===== src/rtl/crw_pkg.sv =====
// ---------------------------------------------------------------------------
// crw_pkg: shared types and constants
// Word layouts, opcodes, status codes and controller/datapath links for the
// completion reorder window.
// ---------------------------------------------------------------------------
package crw_pkg;

  localparam int MAX_SLOTS_DEF = 32;
  localparam int CNT_W         = 6;
  localparam int WORD_W        = 32;
  localparam int LEASE_W       = 64;
  localparam int CFG_IDX_W     = 2;

  localparam logic [1:0] OP_ADMIT    = 2'd0;
  localparam logic [1:0] OP_COMPLETE = 2'd1;
  localparam logic [1:0] OP_TICK     = 2'd2;
  localparam logic [1:0] OP_QUERY    = 2'd3;

  localparam logic [2:0] ST_OK       = 3'd0;
  localparam logic [2:0] ST_IDENTITY = 3'd1;
  localparam logic [2:0] ST_CREDIT   = 3'd2;
  localparam logic [2:0] ST_NOSTART  = 3'd3;
  localparam logic [2:0] ST_STALE    = 3'd4;

  localparam logic [1:0] PH_EMPTY   = 2'd0;
  localparam logic [1:0] PH_ACTIVE  = 2'd1;
  localparam logic [1:0] PH_PENDING = 2'd2;
  localparam logic [1:0] PH_DONE    = 2'd3;

  localparam logic [CFG_IDX_W-1:0] CFG_EPOCH  = 2'd0;
  localparam logic [CFG_IDX_W-1:0] CFG_BLOCKS = 2'd1;
  localparam logic [CFG_IDX_W-1:0] CFG_SLOTS  = 2'd2;

  typedef struct packed {
    logic [1:0]         opcode;
    logic [WORD_W-1:0]  epoch_tag;
    logic [WORD_W-1:0]  block_index;
    logic [LEASE_W-1:0] lease_tag;
    logic               time_moves;
  } in_word_t;

  typedef struct packed {
    logic [2:0]        status;
    logic              can_admit_flag;
    logic              ready_flag;
    logic [WORD_W-1:0] frontier_out;
    logic              finished_flag;
    logic [WORD_W-1:0] admitted_total;
    logic [WORD_W-1:0] completed_total;
    logic [CNT_W-1:0]  peak_used;
    logic [CNT_W-1:0]  active_now;
    logic [CNT_W-1:0]  pending_now;
    logic [CNT_W-1:0]  done_now;
    logic [WORD_W-1:0] change_total;
  } out_word_t;

  typedef struct packed {
    logic capture;
    logic exec;
    logic retire;
    logic load_out;
  } crw_cmd_t;

  typedef struct packed {
    logic rem_done;
    logic is_tick;
    logic retire_more;
  } crw_sts_t;

endpackage


===== src/rtl/crw_if.sv =====
// ---------------------------------------------------------------------------
// crw_in_if / crw_out_if: valid/ready channels
// One word moves per cycle in which valid and ready are both high.
// ---------------------------------------------------------------------------
interface crw_in_if import crw_pkg::*; ();
  logic     valid;
  logic     ready;
  in_word_t data;
  modport source (output valid, output data, input ready);
  modport sink (input valid, input data, output ready);
endinterface

interface crw_out_if import crw_pkg::*; ();
  logic      valid;
  logic      ready;
  out_word_t data;
  modport source (output valid, output data, input ready);
  modport sink (input valid, input data, output ready);
endinterface


===== src/rtl/crw_rem.sv =====
// ---------------------------------------------------------------------------
// crw_rem: bit-serial remainder unit
// Computes a 32-bit value mod a 6-bit divisor, one dividend bit per cycle.
// ---------------------------------------------------------------------------
module crw_rem
  import crw_pkg::*;
(
  input  logic              clk,
  input  logic              rst_n,
  input  logic              start,
  input  logic [WORD_W-1:0] dividend,
  input  logic [CNT_W-1:0]  divisor,
  output logic [CNT_W-1:0]  rem,
  output logic              done
);

  logic [WORD_W-1:0] num_r;
  logic [CNT_W-1:0]  rem_r;
  logic [4:0]        cnt_r;
  logic              busy_r;
  logic              done_r;
  logic [CNT_W:0]    trial;
  logic [CNT_W:0]    reduced;

  // shift in the next dividend bit and reduce once
  always_comb begin
    trial   = {rem_r, num_r[WORD_W-1]};
    reduced = (trial >= {1'b0, divisor}) ? trial - {1'b0, divisor} : trial;
  end

  always_ff @(posedge clk) begin
    if (!rst_n) begin
      busy_r <= 1'b0;
      done_r <= 1'b0;
      cnt_r  <= '0;
    end else begin
      done_r <= 1'b0;
      if (start) begin
        busy_r <= 1'b1;
        cnt_r  <= '0;
      end else if (busy_r) begin
        cnt_r <= cnt_r + 5'd1;
        if (cnt_r == 5'd31) begin
          busy_r <= 1'b0;
          done_r <= 1'b1;
        end
      end
    end
  end

  always_ff @(posedge clk) begin
    if (start) begin
      num_r <= dividend;
      rem_r <= '0;
    end else if (busy_r) begin
      num_r <= {num_r[WORD_W-2:0], 1'b0};
      rem_r <= reduced[CNT_W-1:0];
    end
  end

  assign rem  = rem_r;
  assign done = done_r;

endmodule


===== src/rtl/crw_datapath.sv =====
// ---------------------------------------------------------------------------
// crw_datapath: slot store, counters and result register
// Executes one operation under controller commands and builds the result word.
// ---------------------------------------------------------------------------
module crw_datapath
  import crw_pkg::*;
#(
  parameter int MAX_SLOTS = MAX_SLOTS_DEF
) (
  input  logic                 clk,
  input  logic                 rst_n,
  input  crw_cmd_t             cmd,
  output crw_sts_t             sts,
  input  in_word_t             in_data,
  output out_word_t            out_data,
  input  logic                 cfg_we,
  input  logic [CFG_IDX_W-1:0] cfg_idx,
  input  logic [WORD_W-1:0]    cfg_wdata
);

  localparam int SLOT_W = (MAX_SLOTS > 1) ? $clog2(MAX_SLOTS) : 1;
  localparam logic [CNT_W-1:0] MAX_CAP = CNT_W'(MAX_SLOTS);

  logic [WORD_W-1:0]  epoch_r, blocks_r;
  logic [CNT_W-1:0]   slots_r;
  in_word_t           item_r;
  logic [1:0]         phase_r [MAX_SLOTS];
  logic [WORD_W-1:0]  blk_r   [MAX_SLOTS];
  logic [LEASE_W-1:0] lease_r [MAX_SLOTS];
  logic [WORD_W-1:0]  rp_r, admit_r, compl_r, rev_r;
  logic               running_r;
  logic [CNT_W-1:0]   peak_r, act_r, pend_r, done_r;
  logic [SLOT_W-1:0]  ret_slot_r;
  logic [2:0]         st_r;
  logic               can_r, rdy_r;
  out_word_t          out_r;

  logic [CNT_W-1:0]   cap;
  logic [CNT_W-1:0]   rem;
  logic               rem_done;
  logic [SLOT_W-1:0]  slot;
  logic [WORD_W-1:0]  blk, ahead;
  logic               id_ok, in_win, adm, rdy, match;
  logic [1:0]         ph;
  logic [2:0]         st_nxt;
  logic               ret_ok;
  logic [WORD_W:0]    rev_sum;
  logic [CNT_W-1:0]   used_nxt;
  logic [CNT_W-1:0]   ret_inc;

  // clamp the slot register into 1..MAX_SLOTS
  always_comb begin
    if (slots_r == '0)          cap = CNT_W'(1);
    else if (slots_r > MAX_CAP) cap = MAX_CAP;
    else                        cap = slots_r;
  end

  crw_rem u_rem (
    .clk      (clk),
    .rst_n    (rst_n),
    .start    (cmd.capture),
    .dividend ((in_data.opcode == OP_TICK) ? rp_r : in_data.block_index),
    .divisor  (cap),
    .rem      (rem),
    .done     (rem_done)
  );

  // decide the operation outcome
  always_comb begin
    slot   = rem[SLOT_W-1:0];
    blk    = item_r.block_index;
    ahead  = blk - rp_r;
    ph     = phase_r[slot];
    id_ok  = (item_r.epoch_tag == epoch_r) && (blk < blocks_r);
    in_win = (blk >= rp_r) && (ahead < {{(WORD_W-CNT_W){1'b0}}, cap});
    adm    = running_r && in_win && (ph == PH_EMPTY);
    rdy    = (blk < rp_r) || (in_win && (blk_r[slot] == blk) && (ph == PH_DONE));
    match  = (ph == PH_ACTIVE) && (blk_r[slot] == blk) &&
             (lease_r[slot] == item_r.lease_tag);
    st_nxt = ST_OK;
    case (item_r.opcode)
      OP_ADMIT: begin
        if (item_r.lease_tag == '0) st_nxt = ST_CREDIT;
        else if (!id_ok)            st_nxt = ST_IDENTITY;
        else if (!adm)              st_nxt = ST_CREDIT;
      end
      OP_COMPLETE: begin
        if (!id_ok)           st_nxt = ST_IDENTITY;
        else if (!running_r)  st_nxt = ST_NOSTART;
        else if (!match)      st_nxt = ST_STALE;
      end
      OP_QUERY: begin
        if (!id_ok) st_nxt = ST_IDENTITY;
      end
      default: st_nxt = ST_OK;
    endcase
    ret_ok   = (rp_r < blocks_r) && (phase_r[ret_slot_r] == PH_DONE) &&
               (blk_r[ret_slot_r] == rp_r);
    rev_sum  = {1'b0, rev_r} + {{(WORD_W+1-CNT_W){1'b0}}, pend_r};
    used_nxt = act_r + pend_r + done_r + CNT_W'(1);
    ret_inc  = CNT_W'(ret_slot_r) + CNT_W'(1);
  end

  // configuration registers
  always_ff @(posedge clk) begin
    if (!rst_n) begin
      epoch_r  <= WORD_W'(1);
      blocks_r <= WORD_W'(1);
      slots_r  <= CNT_W'(32);
    end else if (cfg_we) begin
      case (cfg_idx)
        CFG_EPOCH:  epoch_r  <= cfg_wdata;
        CFG_BLOCKS: blocks_r <= cfg_wdata;
        CFG_SLOTS:  slots_r  <= cfg_wdata[CNT_W-1:0];
        default:    ;
      endcase
    end
  end

  // window control state
  always_ff @(posedge clk) begin
    if (!rst_n) begin
      for (int i = 0; i < MAX_SLOTS; i++) phase_r[i] <= PH_EMPTY;
      rp_r <= '0; running_r <= 1'b0;
      admit_r <= '0; compl_r <= '0; rev_r <= '0;
      peak_r <= '0; act_r <= '0; pend_r <= '0; done_r <= '0;
      ret_slot_r <= '0;
    end else if (cmd.exec) begin
      if (item_r.opcode == OP_TICK) begin
        running_r  <= 1'b1;
        ret_slot_r <= slot;
        if (item_r.time_moves) begin
          for (int i = 0; i < MAX_SLOTS; i++)
            if (phase_r[i] == PH_PENDING) phase_r[i] <= PH_DONE;
          done_r <= done_r + pend_r;
          pend_r <= '0;
          rev_r  <= rev_sum[WORD_W] ? '1 : rev_sum[WORD_W-1:0];
        end
      end else if (item_r.opcode == OP_ADMIT && st_nxt == ST_OK) begin
        phase_r[slot] <= PH_ACTIVE;
        act_r <= act_r + CNT_W'(1);
        if (admit_r != '1) admit_r <= admit_r + WORD_W'(1);
        if (rev_r != '1)   rev_r   <= rev_r + WORD_W'(1);
        if (used_nxt > peak_r) peak_r <= used_nxt;
      end else if (item_r.opcode == OP_COMPLETE && st_nxt == ST_OK) begin
        phase_r[slot] <= PH_PENDING;
        act_r  <= act_r - CNT_W'(1);
        pend_r <= pend_r + CNT_W'(1);
        if (compl_r != '1) compl_r <= compl_r + WORD_W'(1);
        if (rev_r != '1)   rev_r   <= rev_r + WORD_W'(1);
      end
    end else if (cmd.retire && ret_ok) begin
      // retire the frontier entry and advance
      phase_r[ret_slot_r] <= PH_EMPTY;
      done_r <= done_r - CNT_W'(1);
      rp_r   <= rp_r + WORD_W'(1);
      if (rev_r != '1) rev_r <= rev_r + WORD_W'(1);
      ret_slot_r <= (ret_inc == cap) ? '0 : ret_inc[SLOT_W-1:0];
    end
  end

  // slot payload, written on admit
  always_ff @(posedge clk) begin
    if (cmd.exec && item_r.opcode == OP_ADMIT && st_nxt == ST_OK) begin
      blk_r[slot]   <= blk;
      lease_r[slot] <= item_r.lease_tag;
    end
  end

  // hold the item, the outcome and the result word
  always_ff @(posedge clk) begin
    if (cmd.capture) item_r <= in_data;
    if (cmd.exec) begin
      st_r  <= st_nxt;
      can_r <= (item_r.opcode == OP_QUERY) && id_ok && adm;
      rdy_r <= (item_r.opcode == OP_QUERY) && id_ok && rdy;
    end
    if (cmd.load_out) begin
      out_r.status          <= st_r;
      out_r.can_admit_flag  <= can_r;
      out_r.ready_flag      <= rdy_r;
      out_r.frontier_out    <= rp_r;
      out_r.finished_flag   <= (rp_r >= blocks_r);
      out_r.admitted_total  <= admit_r;
      out_r.completed_total <= compl_r;
      out_r.peak_used       <= peak_r;
      out_r.active_now      <= act_r;
      out_r.pending_now     <= pend_r;
      out_r.done_now        <= done_r;
      out_r.change_total    <= rev_r;
    end
  end

  assign out_data        = out_r;
  assign sts.rem_done    = rem_done;
  assign sts.is_tick     = (item_r.opcode == OP_TICK);
  assign sts.retire_more = ret_ok;

endmodule


===== src/rtl/crw_ctrl.sv =====
// ---------------------------------------------------------------------------
// crw_ctrl: operation sequencer
// Steps each word through slot lookup, execute, retire (ticks only) and result hand-off.
// ---------------------------------------------------------------------------
module crw_ctrl
  import crw_pkg::*;
(
  input  logic     clk,
  input  logic     rst_n,
  input  logic     in_valid,
  output logic     in_ready,
  output logic     out_valid,
  input  logic     out_ready,
  output crw_cmd_t cmd,
  input  crw_sts_t sts
);

  localparam logic [2:0] S_IDLE = 3'd0;
  localparam logic [2:0] S_REM  = 3'd1;
  localparam logic [2:0] S_EXEC = 3'd2;
  localparam logic [2:0] S_RET  = 3'd3;
  localparam logic [2:0] S_OUT  = 3'd4;

  logic [2:0] state_r, state_nxt;
  logic       ovalid_r, ovalid_nxt;
  logic       out_free;

  // sequence one operation
  always_comb begin
    state_nxt    = state_r;
    cmd          = '0;
    out_free     = !ovalid_r || out_ready;
    ovalid_nxt   = ovalid_r && !out_ready;
    case (state_r)
      S_IDLE: begin
        if (in_valid) begin
          cmd.capture = 1'b1;
          state_nxt   = S_REM;
        end
      end
      S_REM:  if (sts.rem_done) state_nxt = S_EXEC;
      S_EXEC: begin
        cmd.exec  = 1'b1;
        state_nxt = sts.is_tick ? S_RET : S_OUT;
      end
      S_RET: begin
        cmd.retire = 1'b1;
        if (!sts.retire_more) state_nxt = S_OUT;
      end
      S_OUT: begin
        if (out_free) begin
          cmd.load_out = 1'b1;
          ovalid_nxt   = 1'b1;
          state_nxt    = S_IDLE;
        end
      end
      default: state_nxt = S_IDLE;
    endcase
  end

  always_ff @(posedge clk) begin
    if (!rst_n) begin
      state_r  <= S_IDLE;
      ovalid_r <= 1'b0;
    end else begin
      state_r  <= state_nxt;
      ovalid_r <= ovalid_nxt;
    end
  end

  assign in_ready  = (state_r == S_IDLE);
  assign out_valid = ovalid_r;

endmodule


===== src/rtl/completion_reorder_window.sv =====
// Sequence: a word is accepted in the idle state and its slot index is computed by the
// bit-serial slot-index remainder unit (one dividend bit per cycle); the word then executes,
// a tick retires done entries at the frontier in order (up to slot_count), and the result
// is loaded once the output register is free. A new word is taken only after that load.
// Reset (synchronous, rst_n low): window empty, not running, counters zero,
// registers to epoch 1, one block, 32 slots.
// ---------------------------------------------------------------------------
// completion_reorder_window: in-order retirement window over numbered blocks
// Admit, complete, tick and query operations with one result word each.
// ---------------------------------------------------------------------------
module completion_reorder_window
  import crw_pkg::*;
#(
  parameter int MAX_SLOTS = MAX_SLOTS_DEF
) (
  input  logic                 clk,
  input  logic                 rst_n,
  crw_in_if.sink               in_ch,
  crw_out_if.source            out_ch,
  input  logic                 cfg_we,
  input  logic [CFG_IDX_W-1:0] cfg_idx,
  input  logic [WORD_W-1:0]    cfg_wdata
);

  crw_cmd_t cmd;
  crw_sts_t sts;

  crw_ctrl u_ctrl (
    .clk       (clk),
    .rst_n     (rst_n),
    .in_valid  (in_ch.valid),
    .in_ready  (in_ch.ready),
    .out_valid (out_ch.valid),
    .out_ready (out_ch.ready),
    .cmd       (cmd),
    .sts       (sts)
  );

  crw_datapath #(.MAX_SLOTS(MAX_SLOTS)) u_dp (
    .clk       (clk),
    .rst_n     (rst_n),
    .cmd       (cmd),
    .sts       (sts),
    .in_data   (in_ch.data),
    .out_data  (out_ch.data),
    .cfg_we    (cfg_we),
    .cfg_idx   (cfg_idx),
    .cfg_wdata (cfg_wdata)
  );

`ifndef SYNTHESIS
  a_one_at_a_time: assert property (@(posedge clk) disable iff (!rst_n)
    (in_ch.valid && in_ch.ready) |=> !in_ch.ready)
    else $error("second word taken while busy");

  a_flags_only_ok: assert property (@(posedge clk) disable iff (!rst_n)
    (out_ch.valid && out_ch.data.status != ST_OK) |->
      (!out_ch.data.can_admit_flag && !out_ch.data.ready_flag))
    else $error("flag set on rejected word");

  a_slot_total: assert property (@(posedge clk) disable iff (!rst_n)
    out_ch.valid |-> ({1'b0, out_ch.data.active_now} + {1'b0, out_ch.data.pending_now}
      + {1'b0, out_ch.data.done_now} <= (CNT_W+1)'(MAX_SLOTS)))
    else $error("slot phase counts exceed slot store");
`endif

endmodule


===== src/flat_wrapper.sv =====
// flat-port wrapper written by rule: the top's interface ports become plain ports
module completion_reorder_window_flat import crw_pkg::*;
#(
  parameter int MAX_SLOTS = MAX_SLOTS_DEF
)
  (clk, rst_n, cfg_we, cfg_idx, cfg_wdata, in_ch_valid, in_ch_data, in_ch_ready, out_ch_valid, out_ch_data, out_ch_ready);
  crw_in_if in_ch_i ();
  crw_out_if out_ch_i ();
  input  logic clk;
  input  logic rst_n;
  input  logic cfg_we;
  input  logic [CFG_IDX_W-1:0] cfg_idx;
  input  logic [WORD_W-1:0] cfg_wdata;
  input wire logic [$bits(in_ch_i.valid)-1:0] in_ch_valid;
  input wire logic [$bits(in_ch_i.data)-1:0] in_ch_data;
  output wire logic [$bits(in_ch_i.ready)-1:0] in_ch_ready;
  output wire logic [$bits(out_ch_i.valid)-1:0] out_ch_valid;
  output wire logic [$bits(out_ch_i.data)-1:0] out_ch_data;
  input wire logic [$bits(out_ch_i.ready)-1:0] out_ch_ready;
  assign in_ch_i.valid = in_ch_valid;
  assign in_ch_i.data = in_ch_data;
  assign in_ch_ready = in_ch_i.ready;
  assign out_ch_valid = out_ch_i.valid;
  assign out_ch_data = out_ch_i.data;
  assign out_ch_i.ready = out_ch_ready;
  completion_reorder_window #(.MAX_SLOTS(MAX_SLOTS)) u_core (.clk(clk), .rst_n(rst_n), .in_ch(in_ch_i), .out_ch(out_ch_i), .cfg_we(cfg_we), .cfg_idx(cfg_idx), .cfg_wdata(cfg_wdata));
endmodule

===== config.mk =====
export PLATFORM = sky130hd
export DESIGN_NAME = completion_reorder_window_flat
export DESIGN_NICKNAME = d
export VERILOG_FILES = /design/src/rtl/crw_pkg.sv /design/src/rtl/crw_if.sv /design/src/rtl/crw_rem.sv /design/src/rtl/crw_datapath.sv /design/src/rtl/crw_ctrl.sv /design/src/rtl/completion_reorder_window.sv /design/src/flat_wrapper.sv
export SDC_FILE = /design/constraint.sdc
export NUM_CORES = 2
export LEC_CHECK = 0
export BUFFER_PORTS_ARGS = -buffer_cell sky130_fd_sc_hd__buf_2
export CORE_MARGIN = 2
export CORE_UTILIZATION = 55
export CTS_BUF_LIST = sky130_fd_sc_hd__clkbuf_16
export DETAILED_ROUTE_END_ITERATION = 8
export PLACE_DENSITY_LB_ADDON = 0.2
export SKIP_CTS_REPAIR_TIMING = 1
export SLEW_MARGIN = 40
export SYNTH_ARGS = -nofsm -noshare
export SYNTH_HDL_FRONTEND = slang
export SYNTH_HIERARCHICAL = 1
export SYNTH_SLANG_ARGS = --single-unit

===== constraint.sdc =====
create_clock -name clk -period 11.7 [get_ports clk]
set_input_delay 0.585 -clock clk [delete_from_list [all_inputs] [get_ports clk]]
set_output_delay 0.585 -clock clk [all_outputs]
set_load 0.02 [all_outputs]

==> results.py <==
metrics = {
    "floorplan": {
        "core_region_area_um2": 288000,
        "fp.dieArea_um2": 295000,
        "initial_core_util": 0.554,
        "io_pins": 330,
        "die_x_um": 543,
        "fp.dieH_um": 543,
        "rows": 197,
    },
    "logic_synthesis": {
        "ys_top_cells_by_count": "edfxtp_1 (3462), mux2i_1 (1785), o22ai_1 (818)",
        "netlist_area_um2": 160000,
        "seq_area_frac_synth": 0.683,
        "yosysWarnings": 6,
        "yosys.cell_count.top_type": "edfxtp_1",
        "ys.flop_type": "edfxtp_1",
        "synth_seq_cells": 3712,
        "netlist_instances": 10355,
        "yosysTopAreaCell": "edfxtp_1",
        "synth_nets": 10677,
        "yosys-top-cells-area": "edfxtp_1 (65%), mux2i_1 (11%), o22ai_1 (3.2%)",
        "synth_edf_count": 3462,
        "avgSynthCellArea_um2": 15.4,
        "synth-async-reset-ratio": 0,
        "synth_cell_types": 106,
        "synth_top_area_share": 0.651,
    },
    "run": {
        "max_cap_viol_count": 0,
    },
    "sta": {
        "hold_viol": 0,
        "skew_ns": 0.0824,
        "final.period_utilization": 0.778,
        "grt_setup_unrepaired": "no",
        "min_period_ns": 9.10,
        "max_slew_margin": 0.367,
        "setup_viol": 0,
        "maxSlewViolCount": 0,
        "max_freq_ghz": 0.110,
        "worstMarginPinSlew_ns": 0.941,
        "fin_setup_tns_ns": 0,
    },
    "setup_path": {
        "critPathLaunchType": "flop",
        "required_ns": 12.27,
        "worstSetupPathType": "flop to flop",
        "worst_setup_path_end_kind": "flop",
        "crit_arrival_ns": 9.67,
        "crit_fanout": 84,
    },
    "route": {
        "detail-route-antenna-nets": 0,
        "viasPerCell": 6.95,
        "post-route-drc-count": 0,
        "vias": 104941,
        "detail_route.first_pass.iterations": 8,
        "routed_wl_um": 533000,
        "wire_per_inst_um": 35.3,
        "drt_iter0_drc": 16011,
    },
    "final_layout": {
        "final-instance-count-excl-fill": 15109,
        "final_layout_size_suffix_gt1_frac": 0.146,
        "final_util": 0.628,
        "syn2layout_area_growth_pct": 13.5,
        "nNetsFinal": 11324,
    },
    "power": {
        "swShare": 0.253,
        "ir_worst_vdd_uv": 146,
        "p_switching_uw": 7640,
        "comb_power_share": 0.119,
        "power.internal_uw": 22600,
        "p_leak_uw": 0.0600,
        "clkPwrFrac": 0.396,
        "power.density_nw_per_um2": 167,
        "seq_power_share": 0.485,
    },
    "clocking": {
        "path_clk_slew_ns": 0.06,
        "cts-htree-levels": 5,
        "cts_sinks": 3712,
        "numCtsBuffers": 378,
        "insertion_delay_ns": 0.98,
        "cts_tree": "done",
        "cts_buffer_depth": 4,
        "root_buffer": "clkbuf_16",
    },
    "global_routing": {
        "grt_start_max_net_pins": 121,
        "grt-ovfl-total": 0,
        "grt_pass1_wl_um": 742000,
        "antenna_found_initial": 21,
        "grt_pass1_vias": 100530,
        "grtUsageTotal": 0.353,
    },
    "placed_design": {
        "port_buffers": 329,
        "place.gp.congestion": 0.940,
        "dpl.hpwl_um": 315000,
        "dp.cells": 14233,
    },
    "min_path": {
        "min_path_type": "input port to flop",
    },
    "run_status": {
        "outcome": "finished clean",
    },
}
-- state kept, by name, indices dropped and copies added (netlist names), 6 cells and up, named ones only --
signal	count
u_core/u_dp/phase_r	64
u_core/u_dp/done_r	6
u_core/u_dp/slots_r	6
u_core/u_dp/u_rem/num_r	32
u_core/u_dp/lease_r	2048
u_core/u_dp/admit_r	32
u_core/u_dp/epoch_r	32
u_core/u_dp/blk	32
u_core/u_dp/out_data	158
u_core/u_dp/act_r	6
u_core/u_dp/blocks_r	32
u_core/u_dp/pend_r	6
u_core/u_dp/peak_r	6
u_core/u_dp/rev_r	32
u_core/u_dp/compl_r	32
u_core/u_dp/rp_r	32
u_core/u_dp/blk_r	1024
u_core/u_dp/u_rem/rem	6
u_core/u_dp/item_r	99
-- power groups by stage --
stage          registers [uW]  clock network, uW  logic [uW]
3_3_place_gp            14900                  0        3400
4_1_cts                 14700              12000        3450
6_report                14700              12000        3610
5_1_grt                 14700              12600        3710
3_5_place_dp            14900                  0        3440
2_1_floorplan           15000                  0        2180
-- final timing paths --
path	start	to	slack [ns]	depth (start not counted)
max	u_core/u_dp/u_rem/rem[0]	u_core/u_dp/lease_r[8][19]	2.60	18
min	out_ch_ready	u_core/u_ctrl/out_valid	0.05	3
max reg2reg	u_core/u_dp/u_rem/rem[0]	u_core/u_dp/lease_r[8][19]	2.60	18
min reg2reg	u_core/u_dp/can_r	u_core/u_dp/out_data[154]	0.41	0
-- worst max-delay path, cell delays in order (launching register included) --
cell and delay [ns]:
dfxtp_4 0.94, buf_12 0.55, buf_12 0.55, mux2i_1 0.41, o22ai_1 0.15, nor4_1 0.65, a21o_1 0.28, nand4b_1 0.18
nor4_1 0.60, buf_4 0.23, nand2_1 0.08, nor3_2 0.54, buf_4 0.25, a41oi_1 0.19, nor2_1 0.42, nand3_1 0.68
nor2_4 0.31, buf_4 0.53, buf_4 0.76
-- stage by stage --
stage | hold slack (ns) | cell area (um^2) | power [uW] | setup WS, ns
2_1_floorplan | 0.400 | 160000 | 17200 | 2.99
3_3_place_gp | 0.410 | 167000 | 18300 | 2.06
3_5_place_dp | 0.407 | 167000 | 18400 | 2.92
4_1_cts | -0.270 | 179000 | 30100 | 2.89
5_1_grt | 0.0437 | 181000 | 30900 | 2.49
6_report | 0.0494 | 181000 | 30200 | 2.60
-- cells in the final DEF (no fill, tap or decap), types with 38 or more instances in the layout --
master / n
edfxtp_1: 3462
buf_4: 274
xnor2_1: 106
xor2_1: 41
mux4_2: 206
a21oi_1: 272
and3_1: 72
nor2_1: 240
a31oi_1: 42
nand2b_1: 60
nand2_1: 495
clkinv_1: 98
nand3_1: 191
or3_1: 38
nor3_1: 69
a22oi_1: 44
ha_1: 142
mux2_2: 78
o21a_1: 42
o22ai_1: 818
dlygate4sd3_1: 163
inv_1: 241
o21ai_0: 194
nor4_1: 225
a21o_1: 77
clkbuf_16: 384
nand4_1: 103
buf_12: 53
buf_2: 329
clkinv_2: 66
o211ai_1: 41
dfxtp_1: 242
mux2i_1: 1783
-- per-layer routing --
metal,share of wire,track usage,vias to the layer above
met5,0.00011,0,-
met4,0.056,0.167,8
met3,0.13,0.0716,1575
met2,0.45,0.548,7795
met1,0.36,0.480,52902
li1,-,-,42661
-- logic make-up after synthesis --
family,share of synthesized area
DFF,0.683
muxes,0.147
and+or+nand+nor,0.0592
AOI/OAI and AO/OA,0.0678
buffers and inverters,0.0233
adders and majority gates,0.0124
xor gates and xnor gates,0.00812
-- area by class of cell --
cell class	count	area, um^2
Tap cell	3781	4730
Inverter	173	657
Multi-Input combinational cell	5882	47500
Fill cell	20827	107000
Clock buffer	383	9580
Clock inverter	313	2650
Timing Repair Buffer	855	7030
Antenna cell	10	25.0
Sequential cell	3712	109000
(Power assumes the default switching activity.)
